**src/hw/rtl/pfd_pkg.sv**
```systemverilog
// ----------------------------------------------------------------------------
// pfd_pkg - shared types and constants of the filtered-derivative PID block
// Operand and accumulator widths of the shared multiplier, the product
// sequence, the controller states and the configuration register indexes.
// ----------------------------------------------------------------------------
package pfd_pkg;

    // Wide operand of the shared multiplier, split into two 32-bit halves.
    localparam int XW     = 64;
    localparam int HALF_W = 32;
    localparam int COEF_W = 33;
    // Two partial products of a 33x33 multiplier, accumulated high half first.
    localparam int MAC_W  = 98;

    // Fixed widths of the integrator, low-pass state and product terms.
    localparam int ACC_W  = 48;
    localparam int TERM_W = 62;

    typedef logic signed [XW-1:0]     xop_t;
    typedef logic signed [COEF_W-1:0] coef_t;

    typedef struct packed {
        logic en;   // multiplier result is captured this cycle
        logic lo;   // low half: shift the accumulator and add
    } mac_ctrl_t;

    // Order of the seven products of one request.
    typedef enum logic [2:0] {
        OP_SCALE = 3'd0,   // measured * deriv_scale
        OP_LPFB  = 3'd1,   // filt_den * previous low-pass output
        OP_INTEG = 3'd2,   // integ_step * (error + previous error)
        OP_LPIN  = 3'd3,   // filt_num * (scaled + previous scaled)
        OP_PROP  = 3'd4,   // prop_gain * error
        OP_IGAIN = 3'd5,   // integ_gain * integral
        OP_DGAIN = 3'd6    // deriv_gain * derivative
    } op_t;

    typedef enum logic [4:0] {
        ST_IDLE = 5'b00001,
        ST_PREP = 5'b00010,
        ST_HI   = 5'b00100,
        ST_LO   = 5'b01000,
        ST_FIN  = 5'b10000
    } state_t;

    localparam int CFG_IDX_W = 3;
    localparam int CFG_DATA_W = 32;

    localparam logic [CFG_IDX_W-1:0] CFG_PROP_GAIN   = 3'd0;
    localparam logic [CFG_IDX_W-1:0] CFG_INTEG_GAIN  = 3'd1;
    localparam logic [CFG_IDX_W-1:0] CFG_DERIV_GAIN  = 3'd2;
    localparam logic [CFG_IDX_W-1:0] CFG_INTEG_STEP  = 3'd3;
    localparam logic [CFG_IDX_W-1:0] CFG_FILT_NUM    = 3'd4;
    localparam logic [CFG_IDX_W-1:0] CFG_FILT_DEN    = 3'd5;
    localparam logic [CFG_IDX_W-1:0] CFG_DERIV_SCALE = 3'd6;

    localparam logic [15:0] DERIV_SCALE_RESET = 16'd150;

endpackage

```
**src/hw/rtl/pfd_mac.sv**
```systemverilog
// ----------------------------------------------------------------------------
// pfd_mac - shared multiply-accumulate unit
// Multiplies a 64-bit operand by a 33-bit coefficient in two passes of a
// 33x33 signed multiplier and presents the product floored by the fraction
// shift and saturated to the term width, and unshifted saturated to 48 bits.
// ----------------------------------------------------------------------------
module pfd_mac #(
    parameter int COEF_FRAC_BITS = 24
) (
    input  logic                                clk,
    input  pfd_pkg::mac_ctrl_t                  ctrl,
    input  pfd_pkg::xop_t                       x,
    input  pfd_pkg::coef_t                      coef,
    output logic signed [pfd_pkg::TERM_W-1:0]   term,
    output logic signed [pfd_pkg::ACC_W-1:0]    full
);

    localparam int MW = pfd_pkg::MAC_W;
    localparam int TW = pfd_pkg::TERM_W;
    localparam int AW = pfd_pkg::ACC_W;
    localparam int HW = pfd_pkg::HALF_W;
    localparam int CW = pfd_pkg::COEF_W;

    localparam logic signed [MW-1:0] T_MAX = {{(MW-TW+1){1'b0}}, {(TW-1){1'b1}}};
    localparam logic signed [MW-1:0] T_MIN = {{(MW-TW+1){1'b1}}, {(TW-1){1'b0}}};
    localparam logic signed [MW-1:0] F_MAX = {{(MW-AW+1){1'b0}}, {(AW-1){1'b1}}};
    localparam logic signed [MW-1:0] F_MIN = {{(MW-AW+1){1'b1}}, {(AW-1){1'b0}}};

    logic signed [CW-1:0]   chunk;
    logic signed [2*CW-1:0] prod;
    logic signed [MW-1:0]   acc_reg;
    logic signed [MW-1:0]   acc_next;
    logic signed [MW-1:0]   shifted;

    // The high half carries the sign, the low half is taken as unsigned.
    assign chunk = ctrl.lo ? {1'b0, x[HW-1:0]} : {x[2*HW-1], x[2*HW-1:HW]};
    assign prod  = chunk * coef;

    assign acc_next = ctrl.lo ? (acc_reg <<< HW) + MW'(prod) : MW'(prod);

    always_ff @(posedge clk)
    begin
        if (ctrl.en)
        begin
            acc_reg <= acc_next;
        end
    end

    // Arithmetic shift of the exact product floors toward minus infinity.
    assign shifted = acc_reg >>> COEF_FRAC_BITS;

    always_comb
    begin
        if (shifted > T_MAX)
        begin
            term = T_MAX[TW-1:0];
        end
        else if (shifted < T_MIN)
        begin
            term = T_MIN[TW-1:0];
        end
        else
        begin
            term = shifted[TW-1:0];
        end

        if (acc_reg > F_MAX)
        begin
            full = F_MAX[AW-1:0];
        end
        else if (acc_reg < F_MIN)
        begin
            full = F_MIN[AW-1:0];
        end
        else
        begin
            full = acc_reg[AW-1:0];
        end
    end

endmodule

```
**config.mk**
```make
export PLATFORM = sky130hd
export DESIGN_NAME = pfd_mac
export DESIGN_NICKNAME = d
export VERILOG_FILES = /design/src/hw/rtl/pfd_pkg.sv /design/src/hw/rtl/pfd_mac.sv
export SDC_FILE = /design/constraint.sdc
export NUM_CORES = 2
export LEC_CHECK = 0
export ABC_AREA = 1
export BUFFER_PORTS_ARGS = -buffer_cell sky130_fd_sc_hd__buf_2
export CORE_ASPECT_RATIO = 2
export CORE_MARGIN = 5
export CORE_UTILIZATION = 47
export DETAILED_ROUTE_END_ITERATION = 8
export GPL_ROUTABILITY_DRIVEN = 1
export GPL_TIMING_DRIVEN = 0
export SLEW_MARGIN = 5
export SYNTH_ARGS = -nofsm -noshare
export SYNTH_HDL_FRONTEND = slang
export SYNTH_SLANG_ARGS = --single-unit
```
**constraint.sdc**
```tcl
create_clock -name clk -period 21.1 [get_ports clk]
set_clock_uncertainty 0.1 [all_clocks]
set_input_delay 6.33 -clock clk [delete_from_list [all_inputs] [get_ports clk]]
set_output_delay 6.33 -clock clk [all_outputs]
set_load 0.005 [all_outputs]
```
==> key figures, run 1 <==
Status
  – Outcome: stopped before the end
  – Halt Stage: global routing (5_1_grt)
  – Error: [ERROR GRT-0116] Global routing finished with congestion. Check the congestion regions in the DRC Viewer.

Floorplanning
  – # rows: 168
  – Die Ht: about 470 microns
  – # IOs: 210
  – Die Width: between 200 and 250 microns
  – Starting Density: between 40 and 50%

Synthesis
  – #FFs+latches synth: between 90 and 100
  – Avg Cell Area, Syn: a little under 8 sq um
  – Mapped cell area: just under 50000 sq um
  – Mapped Cells: about 6400
  – Count of different cell masters after synthesis: 48
  – YS warnings: 0
  – Sequential fraction of the synthesis area: 5.92%
  – Synth Net Count: about 8000

CTS
  – Cts-stage hold buffer count: 0
  – Max Root-Sink Buffers: 2
  – Num CTS Buffers: 9
  – H-Tree Depth: 3
  – Sink Count: between 90 and 100
  – Setup repair bufs after CTS: 0
  – Cts repair resizes: 0
  – CTS Root Cell: clkbuf_16

GRT
  – First-pass GRT wire length: slightly below 500000 microns
  – Vias in the first global route: a little under 60000
  – GRT Resource Usage Total: just over 60%
  – Largest net degree at the start of global routing: 55
  – Grt ovf: around 270

Place
  – Post-placement cell count: between 7000 and 8000
  – GPL Wtd Cong: approximately 1.2
  – Port Buffers: just under 200
  – Final HPWL DP: between 200000 and 250000 microns
  – Placed inst area: between 50000 and 60000 sq um
## cells by family after synthesis
family	Yosys count	share of synthesized area, %
adder cells (fa/ha/maj)	1428	53.2
buffers and inverters	1811	13.8
AND/OR/NAND/NOR	2586	21.1
flip-flops	98	5.92
AO/OA/AOI/OAI	441	4.93
XOR/XNOR	60	1.06
## per-stage QoR
stage	worst slack, ns	utilization, %	hold slack [ns]
global placement	-0.617	50.0	0.671
detailed placement	-0.0122	50.0	0.698
CTS	0.406	50.3	0.719
floorplan	5.07	-	0.544
## Yosys cell counts, drive strengths merged
| cell | instances | area [sq um] |
|---|---|---|
| inv | 1573 | 5900 |
| nand2 | 1418 | 5360 |
| fa | 1146 | 22900 |
| nor2 | 824 | 3120 |
| ha | 282 | 3530 |
| o21ai | 191 | 1000 |
| clkbuf | 188 | 707 |
| a21oi | 180 | 916 |
| nand3 | 142 | 726 |
| edfxtp | 98 | 2940 |
| or2 | 76 | 475 |
| xor2 | 45 | 394 |
| buf | 40 | 218 |
| nand4 | 38 | 238 |
| o21bai | 32 | 244 |
| nor3 | 30 | 165 |
| and2 | 20 | 125 |
| nor4 | 19 | 134 |
| nand3b | 16 | 120 |
| xnor2 | 15 | 131 |
| a21o | 13 | 97.6 |
| clkinv | 10 | 37.5 |
| o21a | 7 | 52.6 |
| a21boi | 6 | 45.1 |
| a31oi | 5 | 31.3 |
| o211ai | 5 | 37.5 |
| and3 | 2 | 12.5 |
| a31o | 1 | 8.76 |
| o31ai | 1 | 12.5 |
| or4 | 1 | 7.51 |
## per-layer routing
metal / global-route usage, % / GRT overflow
met5: 5.05 / 0
met4: 68.0 / 130
met3: 35.9 / 1
met2: 85.6 / 140
met1: 56.4 / 0
==> run 2, diff against run 1 <==
CORE_ASPECT_RATIO = not set   (was 2)
CORE_UTILIZATION = 32   (was 47)
PLACE_DENSITY_LB_ADDON = 0.15   (was not set)
==> run 2 against run 1 <==
  * The flow now finishes without violations
  * Synthesized cell count unchanged
  * Synthesized area did not move
==> key figures, run 2 <==
Synthesis
  – Avg Cell Area, Syn: roughly 7.7 sq um
  – Synth top area share: 46.1%
  – Count leader, synth: inv_1
  – Count of different cell masters after synthesis: 48
  – Mapped cell area: 49700 sq um
  – Synth top area cells: fa_1 (46%), inv_1 (12%), nand2_1 (11%)
  – Post-synth top cells: inv_1 (1562), nand2_1 (1408), fa_1 (1146), nor2_1 (816), ha_1 (282)
  – Number of synthesized flops with an enable pin: about 100
  – #FFs+latches synth: 98
  – Top_reg_cell synth: edfxtp_1
  – Mapped Cells: about 6400
  – YS warnings: 0
  – Synth Net Count: 7952
  – Ys async rst share: 0%
  – Post-synth top area cell: fa_1
  – Sequential fraction of the synthesis area: under 10%

Finish
  – Area growth, synth to finish: 7.88%
  – Max FFs per register: roughly 100
  – Final Util: approximately a third
  – Layout cells sized above 1: under 10%
  – Leading cell type in the layout, fill and taps excluded: inv_1
  – Non-Filler Instances: 8685
  – Commonest non-fill, non-tap cells in the layout: inv_1 (1561), nand2_1 (1408), fa_1 (1145)
  – Final nets: between 8000 and 9000

Detailed routing
  – Vias per std cell: approximately 5
  – DRT antenna net count: 0
  – Via Count: 43400
  – First-pass DRT Iterations: 6
  – Initial DRC Count: 3769
  – DRC viols: 0
  – Final Routed Wirelength: about 230000 microns
  – DR WL/cell: around 26 microns

CTS
  – Max Root-Sink Buffers: 2
  – Clk pin slew, worst setup/hold paths: 0.08 ns
  – Cts-stage hold buffer count: 0
  – Cts repair resizes: 0
  – Worst-skew pair later-pin latency: between 0.3 and 0.4 ns
  – Num CTS Buffers: 9
  – CTS Root Cell: clkbuf_16
  – CTS tree: built
  – Setup repair bufs after CTS: 0
  – Sink Count: just under 100
  – H-Tree Depth: 3

Worst setup path
  – Worst reg2reg path depth: 12
  – Crit Reg-Reg Endpoint: acc_reg[50]
  – CP top delay family: adder cells
  – Slowest-stage cell, CP: clkbuf_1
  – Worst EP required: around 21 ns
  – CP arrival: slightly below 20 ns
  – Crit. End Element: flop
  – Crit Reg-Reg Startpoint: acc_reg[0]
  – WP buf/inv: 11
  – Worst Setup Path Type: in2reg
  – Critical path startpoint category: input port
  – Worst Setup SP: coef[10]
  – R2R setup slack: ~18 ns
  – Crit path max fanout: 16
  – CP Depth: 38
  – CP max stage delay: between 1 and 1.5 ns

STA
  – Setup TNS: 0 ns
  – Max_slew headroom: approximately 1.6%
  – Fmax achieved: roughly 50 MHz
  – Worst-Margin Slew: approximately 1.5 ns
  – Final period util: 94.1%
  – Final-report max-slew violation count: 0
  – Final Hold Violating Endpoints: 0
  – Crit path time final: just under 20 ns
  – Final setup viols: 0
  – RSZ-0062 raised after global routing: false

Hold path
  – Hold WC Path Type: reg2reg
  – Hold depth: 4
  – Hold_sp: acc_reg[65]
  – Hold endpoint: acc_reg[97]

Floorplanning
  – Starting Density: 32.2%
  – # IOs: 210
  – # rows: 144
  – Core Area: around 150000 sq um
  – Die Ht: 404 microns
  – Die Width: 404 microns
  – Die area: around 160000 sq um

Place
  – Post-placement cell count: slightly below 9000
  – Port Buffers: 193
  – GPL Wtd Cong: between 1 and 1.5
  – Final HPWL DP: slightly below 200000 microns

Status
  – Outcome: finished clean

GRT
  – Vias in the first global route: between 40000 and 50000
  – First-pass GRT wire length: 329000 microns
  – Grt ovf: 0
  – Largest net degree at the start of global routing: around 60
  – Initial antenna violation count: 6
  – GRT Resource Usage Total: roughly 28%

Flow run
  – Max cap viols: 0
[run 2: metrics by stage]
stage / instance area (sq um) / worst slack, ns / hold WS (ns)
after CTS: 53600 / 1.81 / 0.722
after detailed placement: 53300 / 1.48 / 0.701
after global placement: 53300 / 1.44 / 0.698
after global routing: 53600 / 0.809 / 0.785
after floorplan: 49700 / 5.07 / 0.544
final: 53700 / 1.25 / 0.701
[run 2: tightest hold or removal path: stages (launching register included)]
cell and delay [ns]:
edfxtp_1 0.40, nand2_1 0.09, nand4_1 0.08, nand2_1 0.08, inv_1 0.06
[run 2: how the worst max path moves through the flow]
stage | slack [ns] | end
finish | 1.25 | acc_reg[74]
global route | 0.81 | acc_reg[62]
CTS | 1.81 | acc_reg[74]
detailed placement | 1.48 | acc_reg[74]
global placement | 1.44 | acc_reg[74]
floorplan | 5.07 | acc_reg[69]
[run 2: layout make-up]
cell class	count	area, sq um
inverter	1583	5940
clock inverter	6	75.1
multi-input combinational	4515	39900
timing repair buffer	196	1030
antenna	5	12.5
clock buffer	10	229
fill	16800	101000
buffer	228	936
tap	2044	2560
sequential	98	2940
[run 2: kinds of logic after synthesis]
family	count (synthesis)	share of synthesized area [%]
AND/OR/NAND/NOR	2586	21.1
buffers and inverters	1811	13.8
adder cells (fa/ha/maj)	1428	53.2
AO/OA/AOI/OAI	441	4.93
flip-flops	98	5.92
XOR/XNOR	60	1.06
[run 2: per-layer routing]
metal  global-route usage, %  vias up  part of all wire [%]
li1                        -    19100                     -
met1                    37.8    22100                    42
met2                    44.9     1812                    44
met3                    5.12      383                   7.8
met4                    11.6        0                   5.3
met5                       0        -                     0
Power of run 2 is not shown: default switching activity piles up to over one toggle a cycle in this logic, so the estimate is an artifact.
